[src/sv/mmd_pkg.sv]
// Shared constants, codes and control/status types for the mailbox message deque.
package mmd_pkg;

    localparam int SLOT_COUNT   = 16;
    localparam int MESSAGE_BITS = 32;

    localparam int IDX_W = (SLOT_COUNT > 1) ? $clog2(SLOT_COUNT) : 1;
    localparam int CNT_W = $clog2(SLOT_COUNT + 1);
    localparam int CFG_W = 5;
    localparam int CAP_W = (CNT_W > CFG_W) ? CNT_W : CFG_W;
    localparam int ACT_W = 2;
    localparam int ST_W  = 2;
    localparam int OUT_MSG_W = 32;
    localparam int FILL_W    = 5;

    localparam logic [CFG_W-1:0] MAX_COUNT_RESET = CFG_W'(16);

    localparam logic [ACT_W-1:0] ACT_TAKE       = 2'd0;
    localparam logic [ACT_W-1:0] ACT_POST_BACK  = 2'd1;
    localparam logic [ACT_W-1:0] ACT_POST_FRONT = 2'd2;
    localparam logic [ACT_W-1:0] ACT_FLUSH      = 2'd3;

    localparam logic [ST_W-1:0] ST_OK    = 2'd0;
    localparam logic [ST_W-1:0] ST_EMPTY = 2'd1;
    localparam logic [ST_W-1:0] ST_FULL  = 2'd2;

    typedef struct packed {
        logic capture;
        logic execute;
        logic load;
    } mmd_cmd_t;

    typedef struct packed {
        logic out_free;
    } mmd_stat_t;

endpackage

[src/sv/mailbox_message_deque.sv]
// Top level of the mailbox message deque: sequencer plus ring datapath.
//
//   channel  | handshake             | payload
//   ---------+-----------------------+-------------------------------------
//   input    | in_valid / in_ready   | action, message
//   result   | out_valid / out_ready | status, taken_message, fill_count
//   config   | cfg_valid / cfg_ready | cfg_data (max_count)
//
// Each input word passes through capture, execute (slot write or
// registered slot read, pointer and count update) and load into the result
// register. A new word is taken as soon as the sequencer is back in idle,
// even while the previous result still sits unclaimed in the result register.
// A stalled result holds the sequencer in its load step until out_ready.
// Reset clears pointers, fill count and the result valid, and sets the
// capacity to 16; slot contents stay undefined until written.
// Configuration writes are always accepted (cfg_ready is tied high).
module mailbox_message_deque (
    input  logic                               clk,
    input  logic                               rst_n,
    input  logic                               in_valid,
    output logic                               in_ready,
    input  logic [mmd_pkg::ACT_W-1:0]          action,
    input  logic [mmd_pkg::MESSAGE_BITS-1:0]   message,
    output logic                               out_valid,
    input  logic                               out_ready,
    output logic [mmd_pkg::ST_W-1:0]           status,
    output logic [mmd_pkg::OUT_MSG_W-1:0]      taken_message,
    output logic [mmd_pkg::FILL_W-1:0]         fill_count,
    input  logic                               cfg_valid,
    output logic                               cfg_ready,
    input  logic [mmd_pkg::CFG_W-1:0]          cfg_data
);
    import mmd_pkg::*;

    mmd_cmd_t  cmd;
    mmd_stat_t stat;

    // capacity register never stalls a write
    assign cfg_ready = 1'b1;

    mmd_ctrl u_ctrl (
        .clk      (clk),
        .rst_n    (rst_n),
        .in_valid (in_valid),
        .in_ready (in_ready),
        .stat     (stat),
        .cmd      (cmd)
    );

    mmd_datapath u_dp (
        .clk           (clk),
        .rst_n         (rst_n),
        .cmd           (cmd),
        .stat          (stat),
        .cfg_valid     (cfg_valid),
        .cfg_data      (cfg_data),
        .action        (action),
        .message       (message),
        .out_valid     (out_valid),
        .out_ready     (out_ready),
        .status        (status),
        .taken_message (taken_message),
        .fill_count    (fill_count)
    );

endmodule

[src/sv/mmd_ctrl.sv]
// Sequencer for the mailbox: capture a word, execute it, load the result register.
module mmd_ctrl (
    input  logic              clk,
    input  logic              rst_n,
    input  logic              in_valid,
    output logic              in_ready,
    input  mmd_pkg::mmd_stat_t stat,
    output mmd_pkg::mmd_cmd_t  cmd
);
    import mmd_pkg::*;

    localparam logic [1:0] S_IDLE = 2'd0;
    localparam logic [1:0] S_EXEC = 2'd1;
    localparam logic [1:0] S_LOAD = 2'd2;

    logic [1:0] state_reg;
    logic [1:0] state_next;

    always_ff @(posedge clk or negedge rst_n)
    begin
        if (!rst_n)
        begin
            state_reg <= S_IDLE;
        end
        else
        begin
            state_reg <= state_next;
        end
    end

    always_comb
    begin
        state_next  = state_reg;
        cmd         = '0;
        in_ready    = 1'b0;
        unique case (state_reg)
            S_IDLE:
            begin
                in_ready = 1'b1;
                if (in_valid)
                begin
                    cmd.capture = 1'b1;
                    state_next  = S_EXEC;
                end
            end
            S_EXEC:
            begin
                cmd.execute = 1'b1;
                state_next  = S_LOAD;
            end
            S_LOAD:
            begin
                // hold until the result register can take the word
                if (stat.out_free)
                begin
                    cmd.load   = 1'b1;
                    state_next = S_IDLE;
                end
            end
            default:
            begin
                state_next = S_IDLE;
            end
        endcase
    end

endmodule

[src/sv/mmd_datapath.sv]
// Ring storage, pointers, fill count, capacity register and result register.
module mmd_datapath (
    input  logic                               clk,
    input  logic                               rst_n,
    input  mmd_pkg::mmd_cmd_t                  cmd,
    output mmd_pkg::mmd_stat_t                 stat,
    input  logic                               cfg_valid,
    input  logic [mmd_pkg::CFG_W-1:0]          cfg_data,
    input  logic [mmd_pkg::ACT_W-1:0]          action,
    input  logic [mmd_pkg::MESSAGE_BITS-1:0]   message,
    output logic                               out_valid,
    input  logic                               out_ready,
    output logic [mmd_pkg::ST_W-1:0]           status,
    output logic [mmd_pkg::OUT_MSG_W-1:0]      taken_message,
    output logic [mmd_pkg::FILL_W-1:0]         fill_count
);
    import mmd_pkg::*;

    logic [MESSAGE_BITS-1:0] slot_mem [SLOT_COUNT];

    logic [CFG_W-1:0]        max_count_reg;
    logic [IDX_W-1:0]        rd_idx_reg;
    logic [IDX_W-1:0]        rd_idx_next;
    logic [IDX_W-1:0]        wr_idx_reg;
    logic [IDX_W-1:0]        wr_idx_next;
    logic [CNT_W-1:0]        count_reg;
    logic [CNT_W-1:0]        count_next;
    logic                    out_valid_reg;

    logic [ACT_W-1:0]        act_reg;
    logic [MESSAGE_BITS-1:0] msg_reg;
    logic [ST_W-1:0]         status_reg;
    logic [ST_W-1:0]         status_next;
    logic [MESSAGE_BITS-1:0] rd_data_reg;
    logic [ST_W-1:0]         out_status_reg;
    logic [OUT_MSG_W-1:0]    out_taken_reg;
    logic [FILL_W-1:0]       out_fill_reg;

    logic [CAP_W-1:0]        cap;
    logic [CAP_W-1:0]        max_ext;
    logic [CAP_W-1:0]        rd_step;
    logic [CAP_W-1:0]        wr_step;
    logic                    box_full;
    logic                    mem_we;
    logic [IDX_W-1:0]        mem_waddr;
    logic [MESSAGE_BITS-1:0] taken_word;

    assign max_ext = CAP_W'(max_count_reg);
    assign rd_step = CAP_W'(rd_idx_reg) + CAP_W'(1);
    assign wr_step = CAP_W'(wr_idx_reg) + CAP_W'(1);
    assign box_full = (CAP_W'(count_reg) >= cap);

    always_comb
    begin
        if (max_ext == '0)
            cap = CAP_W'(1);
        else if (max_ext > CAP_W'(SLOT_COUNT))
            cap = CAP_W'(SLOT_COUNT);
        else
            cap = max_ext;
    end

    always_comb
    begin
        rd_idx_next = rd_idx_reg;
        wr_idx_next = wr_idx_reg;
        count_next  = count_reg;
        status_next = ST_OK;
        mem_we      = 1'b0;
        mem_waddr   = wr_idx_reg;
        unique case (act_reg)
            ACT_TAKE:
            begin
                if (count_reg != '0)
                begin
                    count_next  = count_reg - CNT_W'(1);
                    rd_idx_next = (rd_step >= cap) ? '0 : rd_step[IDX_W-1:0];
                end
                else
                begin
                    status_next = ST_EMPTY;
                end
            end
            ACT_POST_BACK, ACT_POST_FRONT:
            begin
                if (box_full)
                begin
                    status_next = ST_FULL;
                end
                else
                begin
                    mem_we     = 1'b1;
                    count_next = count_reg + CNT_W'(1);
                    if (act_reg == ACT_POST_FRONT)
                    begin
                        // step the read pointer back one slot, wrapping below zero
                        if (rd_idx_reg == '0)
                            rd_idx_next = IDX_W'(cap - CAP_W'(1));
                        else
                            rd_idx_next = rd_idx_reg - IDX_W'(1);
                        mem_waddr = rd_idx_next;
                    end
                    else
                    begin
                        wr_idx_next = (wr_step >= cap) ? '0 : wr_step[IDX_W-1:0];
                    end
                end
            end
            ACT_FLUSH:
            begin
                rd_idx_next = '0;
                wr_idx_next = '0;
                count_next  = '0;
            end
            default:
            begin
                status_next = ST_OK;
            end
        endcase
    end

    always_ff @(posedge clk or negedge rst_n)
    begin
        if (!rst_n)
        begin
            max_count_reg <= MAX_COUNT_RESET;
            rd_idx_reg    <= '0;
            wr_idx_reg    <= '0;
            count_reg     <= '0;
            out_valid_reg <= 1'b0;
        end
        else
        begin
            if (cfg_valid)
                max_count_reg <= cfg_data;
            if (cmd.execute)
            begin
                rd_idx_reg <= rd_idx_next;
                wr_idx_reg <= wr_idx_next;
                count_reg  <= count_next;
            end
            if (cmd.load)
                out_valid_reg <= 1'b1;
            else if (out_ready)
                out_valid_reg <= 1'b0;
        end
    end

    always_ff @(posedge clk)
    begin
        if (cmd.execute && mem_we)
            slot_mem[mem_waddr] <= msg_reg;
        if (cmd.execute)
            rd_data_reg <= slot_mem[rd_idx_reg];
    end

    assign taken_word = ((act_reg == ACT_TAKE) && (status_reg == ST_OK)) ? rd_data_reg : '0;

    always_ff @(posedge clk)
    begin
        if (cmd.capture)
        begin
            act_reg <= action;
            msg_reg <= message;
        end
        if (cmd.execute)
            status_reg <= status_next;
        if (cmd.load)
        begin
            out_status_reg <= status_reg;
            out_taken_reg  <= OUT_MSG_W'(taken_word);
            out_fill_reg   <= FILL_W'(count_reg);
        end
    end

    assign stat.out_free  = !out_valid_reg || out_ready;
    assign out_valid      = out_valid_reg;
    assign status         = out_status_reg;
    assign taken_message  = out_taken_reg;
    assign fill_count     = out_fill_reg;

endmodule

[config.mk]
export PLATFORM = sky130hd
export DESIGN_NAME = mailbox_message_deque
export DESIGN_NICKNAME = d
export VERILOG_FILES = /design/src/sv/mmd_pkg.sv /design/src/sv/mailbox_message_deque.sv /design/src/sv/mmd_ctrl.sv /design/src/sv/mmd_datapath.sv
export SDC_FILE = /design/constraint.sdc
export NUM_CORES = 1
export LEC_CHECK = 0
export BUFFER_PORTS_ARGS = -buffer_cell sky130_fd_sc_hd__buf_2
export CORE_MARGIN = 3
export CORE_UTILIZATION = 55
export CTS_CLUSTER_DIAMETER = 50
export DETAILED_ROUTE_END_ITERATION = 16
export PLACE_DENSITY = 0.72
export SKIP_CTS_REPAIR_TIMING = 1
export SYNTH_ARGS = -nofsm -noshare
export SYNTH_HDL_FRONTEND = slang
export SYNTH_SLANG_ARGS = --single-unit
[constraint.sdc]
create_clock -name clk -period 8.1 [get_ports clk]
set_input_delay 1.215 -clock clk [delete_from_list [all_inputs] [get_ports clk]]
set_output_delay 1.215 -clock clk [all_outputs]
set_load 0.02 [all_outputs]
Yosys cells after proc, flatten, opt, wreduce, memory -nomap -nowiden
Memories as Yosys holds them, arrays and structs flattened. A register that Yosys moved wholly into a read port is not among the register bits.
Cells that the tools add are included.

operators by class
  reduce and logical (&&, ||, !) cells = 17
  add/sub/neg operators = 6
  muxes and demuxes = 36
  equality and inequality tests = 11
  order comparisons = 4

operators by type and width
  cell                                                                 number
  4-bit two-way mux                                                    11
  5-bit two-way mux                                                    4
  5-bit >= comparator                                                  3
  5-bit case mux with 3 select lines                                   1
  1-bit two-way mux                                                    13
  4-bit case mux with 3 select lines                                   1
  4-bit by 1-bit adder with 5-bit output (second input constant)       2
  2-bit != test (second input constant)                                4
  4-bit case mux with 2 select lines                                   1
  4-bit AND reduction                                                  2
  4-bit by 1-bit subtractor with 4-bit output (second input constant)  2
  2-bit == test (second input constant)                                3
  2-bit zero test                                                      3
  2-bit two-way mux                                                    3
  2-bit case mux with 3 select lines                                   1
  5-bit by 1-bit adder with 5-bit output (second input constant)       1
  5-bit > comparator (second input constant)                           1
  5-bit zero test                                                      1
  5-bit nonzero test                                                   1
  5-bit by 1-bit subtractor with 5-bit output (second input constant)  1
  2-bit by 1-bit == test with 1-bit output (second input constant)     2
  4-bit zero test                                                      1
  2-bit by 1-bit != test with 1-bit output (second input constant)     2
  2-bit case mux with 2 select lines                                   1
  other kinds (7)                                                      9

storage, ports and cells
  bits in registers = 96
  memories kept = 1
  memory bits (writable) = 512
  input bits = 44
  output and inout port bits = 42

memory list
  memory         words  bits a word  read ports  clocked after memory_dff  write ports  RTL line            text
  u_dp.slot_mem  16     32           1           1                         1            mmd_datapath.sv:19  logic [MESSAGE_BITS-1:0] slot_mem [SLOT_COUNT];

Logic depth before layout (Yosys ltp)
  depth in word-level cells = 9
  mapped depth = 13
  gate-level depth less buffers = 10

Hierarchy
Synthesis repeated with hierarchy kept, for this count alone.

second synthesis, totals
  cells, all modules = 1071
  area total of the unflattened synthesis = 24556.1 um^2

modules (own cells, without submodules)
  module                 area each (um^2)  cells each  times used
  mmd_datapath           24449.7           1060        1
  mmd_ctrl               95.1              9           1
  mailbox_message_deque  11.3              2           1

Worst setup path after synthesis
Ideal clock, no wire load.

  path type = register -> register
  start = register u_dp.max_count_reg[1]
  end = memory u_dp.slot_mem[5][0] (enable)
  arrival = 3837 ps
  path slack = 3842 ps
  required time = 7679 ps
  stages on the path, launching flop included = 9
  cells stage by stage = dfrtp_1 -> or3_1 -> a21oi_1 -> ha_1 -> or3b_4 -> a211oi_2 -> nor2_1 -> o31a_1 -> nor2_1

on the way
  longest elaborated chain between the ends = 9
  elaborated cells on any way between the ends = 15

RTL lines
  element                                  RTL line             text
  from (decl)                              mmd_datapath.sv:21   logic [CFG_W-1:0] max_count_reg;
  from (signal assigned)                   mmd_datapath.sv:135  max_count_reg <= cfg_data;
  5-bit > comparator                       mmd_datapath.sv:57   else if (max_ext > CAP_W'(SLOT_COUNT))
  5-bit two-way mux                        mmd_datapath.sv:57
  5-bit two-way mux *                      mmd_datapath.sv:55   if (max_ext == '0)
  5-bit >= comparator                      mmd_datapath.sv:51   assign box_full = (CAP_W'(count_reg) >= cap);
  1-bit two-way mux                        mmd_datapath.sv:86   if (box_full)
  1-bit two-way mux                        mmd_datapath.sv:71   unique case (act_reg)
  1-bit logical AND                        mmd_datapath.sv:151  if (cmd.execute && mem_we)
  1-bit two-way mux                        mmd_datapath.sv:151
  1-bit two-way mux (not written as such)  mmd_datapath.sv:152  slot_mem[mem_waddr] <= msg_reg;
  to (decl)                                mmd_datapath.sv:19

Every way passes the cells marked *; elsewhere a longest branch is shown, timed or not.

Worst setup path after layout
  start = register u_dp.rd_idx_reg[1]
  end = memory u_dp.slot_mem[10][15] (enable)

on the way
  longest elaborated chain between the ends = 5
  elaborated cells on any way between the ends = 6

RTL lines
  element                                                                                RTL line                                 text
  from (decl)                                                                            mmd_datapath.sv:22                       logic [IDX_W-1:0] rd_idx_reg;
  from (signal assigned)                                                                 mmd_datapath.sv:138                      rd_idx_reg <= rd_idx_next;
  4-bit by 1-bit subtractor with 4-bit output / 4-bit zero test (equally long branches)  mmd_datapath.sv:100, mmd_datapath.sv:97
  4-bit two-way mux *                                                                    mmd_datapath.sv:97                       if (rd_idx_reg == '0)
  4-bit two-way mux *                                                                    mmd_datapath.sv:94                       if (act_reg == ACT_POST_FRONT)
  4-bit two-way mux *                                                                    mmd_datapath.sv:86
  4-bit two-way mux *                                                                    mmd_datapath.sv:71

Marked as above.

==> flow_metrics.tcl <==
set metrics [dict create \
    critPathTopFamily "simple AND/OR/NAND/NOR gates" \
    grt_max_degree 69 \
    critPathLaunchType "register" \
    period_share_pct 56.0 \
    cts_tree "yes" \
    yosysTopAreaCellShare_pct 75.3 \
    wire_per_inst_um 25.7 \
    cts_max_path_buffers 3 \
    cp_data_arrival_time_ps 4720 \
    cts.sinks 640 \
    antenna_found_initial 1 \
    dr.pass1.iters 5 \
    crit_path_max_fanout 68 \
    io_pins 86 \
    vdd_drop_max_v 0.000211 \
    syn_inst 1085 \
    totalWireLength_mm 47.6 \
    p_leak_nw 9.06 \
    synth.avg_cell_area_um2 22.8 \
    fp.dieW_um 218 \
    grt_pass1_vias 11860 \
    port_buffers 84 \
    required_ps 8280 \
    tightest_slew_ps 1250 \
    async_reset_ff_share_pct 3.28 \
    clk_pin_slew_worst_paths_ps 50 \
    start_util_pct 56.4 \
    slowest_stage "dfrtp_4" \
    timing.final.hold_violations 0 \
    status "complete, no violations" \
    dieHeight_um 218 \
    crit_buf_inv 2 \
    drc 0 \
    largest-register "u_dp.slot_mem" \
    grt_setup_unrepaired "false" \
    largest_reg_flops 512 \
    regArea_mm2 0.0191 \
    skew_ps 23.7 \
    rows 76 \
    hpwlAfterDp_mm 25.9 \
    nNetsFinal 1288 \
    fin_total_pwr_mw 9.04 \
    power_density_mw_per_mm2 323 \
    place.gp.congestion 0.811 \
    synth_area_mm2 0.0247 \
    synth_edf_count 619 \
    synth_warnings 0 \
    multi_input_area_mm2 0.00539 \
    hold_class "reg2reg" \
    n_antenna_cell 0 \
    finalSetupViolations 0 \
    slew_violations 0 \
    area_growth_pct 13.5 \
    htreeDepth 3 \
    post_drt_via_cell_ratio 6.06 \
    syn-num-nets 1157 \
    finalSetupTns_ps 0 \
    max_freq_mhz 220 \
    overflow 0 \
    tritoncts.num_buffers 66 \
    vias 11206 \
    clkLatencyLatePin_ps 590 \
    grt_pass1_wl_mm 73.8 \
    fillerInstances 2887 \
    synthDistinctLibCells 66 \
    ys_seq_elements 640 \
    yosysSeqAreaShare_pct 77.4 \
    worstPathCellList "inv_1, ha_1, nor3b_1, nor2_1, a21o_1, inv_1, ha_1, nor3_1, a31oi_1, nor2_4" \
    core_mm2 0.0437 \
    period_minus_slack_ps 4540 \
    max_stage_delay_ps 1120 \
    synth.area.top_cells "edfxtp_1 75%, mux4_2 15%, dfrtp_1 2.0%" \
    synth_top_cell_by_area "edfxtp_1" \
    ys.flop_type "edfxtp_1" \
    worstSetupPathType "reg2reg" \
    drive_gt1_share_pct 32.0 \
    drv_cap 0 \
    track_usage_pct 21.0 \
    die_area_mm2 0.0475 \
    root_buffer "clkbuf_16" \
    relSlewSlack_pct 16.3 \
    crit_path_end_kind "register" \
    drt_iter0_markers 991 \
    ant_nets 0 \
]
Yosys cell counts (all sizes together) (9+ instances only):
library cell,n
dfrtp,20
ha,27
inv,16
nor2,28
nand2,17
o21ai,9
clkbuf,15
a21oi,10
buf,30
nand2b,12
and2,34
mux4,160
edfxtp,619
cell usage in the layout (no fill, tap or decap), drive strengths merged, types with 3 or more instances in the layout:
cell type / count
clkbuf: 83
mux4: 160
a31oi: 6
edfxtp: 619
nor2: 28
nand2: 17
nand2b: 12
ha: 27
o2bb2ai: 4
xor2: 4
nor4b: 3
o211ai: 3
mux2: 5
xnor2: 5
or2: 3
nand3: 3
inv: 22
clkinvlp: 3
buf: 108
a21o: 6
nor3: 5
clkinv: 20
a21oi: 10
and3: 3
dfrtp: 20
o21ai: 9
bufinv: 5
and2: 34
final timing paths:
check | depth (start not counted) | slack [ps] | end | startpoint
max | 10 | 3560 | u_dp.slot_mem[10][15]$_DFFE_PP_ | u_dp.rd_idx_reg[1]$_DFFE_PN0P_
min | 0 | 480 | u_dp.status[0]$_DFFE_PP_ | u_dp.status_reg[0]$_DFFE_PP_
max reg2reg | 10 | 3560 | u_dp.slot_mem[10][15]$_DFFE_PP_ | u_dp.rd_idx_reg[1]$_DFFE_PN0P_
min reg2reg | 0 | 480 | u_dp.status[0]$_DFFE_PP_ | u_dp.status_reg[0]$_DFFE_PP_
max in group asynchronous | 1 | 7110 | u_dp.rd_idx_reg[1]$_DFFE_PN0P_ | rst_n
min in group asynchronous | 1 | 590 | u_dp.wr_idx_reg[2]$_DFFE_PN0P_ | rst_n
metrics by stage:
stage          util (%)  area (µm²)  instances  hold WS [ps]  setup slack, ps
3_5_place_dp       59.2       25900       1733           467             3620
6_report           64.0       28000       1849           477             3560
5_1_grt            64.0       28000       1849           500             3300
2_1_floorplan         -       24700       1085           427             3840
4_1_cts            64.0       28000       1849           481             3570
3_3_place_gp       59.2       25900       1733           465             3740
final cells by class:
type	count	area share (%)
Clock buffer	83	6.27
Clock inverter	33	1.24
Inverter	17	0.228
Multi-Input combinational cell	383	19.2
Sequential cell	640	68.3
Tap cell	585	2.61
Timing Repair Buffer	108	2.14
cell families (layout without fill, tap and decap cells):
logic type / count (synthesis) / count (layout) / share of synthesized area [%]
AOI/OAI and AO/OA: 56 / 56 / 1.80
adders and majority gates: 28 / 28 / 1.45
other: 1 / 1 / 0.0152
xor gates and xnor gates: 9 / 9 / 0.319
and+or+nand+nor: 123 / 123 / 2.84
muxes: 166 / 166 / 14.9
buffers and inverters: 62 / 241 / 1.29
DFF: 640 / 640 / 77.4
power breakdown:
part	total [mW]	internal (mW)	switching, mW
combinational	1.89	0.932	0.957
clock	2.93	1.72	1.22
sequential	4.21	3.97	0.245
total	9.04	6.62	2.42
routing by layer:
layer | vias up | wire length, µm | GRT usage, %
met2 | 359 | 24000 | 34.3
met5 | - | 0 | 0
li1 | 4800 | - | -
met1 | 5987 | 20000 | 29.8
met4 | 0 | 869 | 5.87
met3 | 60 | 2720 | 3.71
Power figures use the tool's default switching activity.
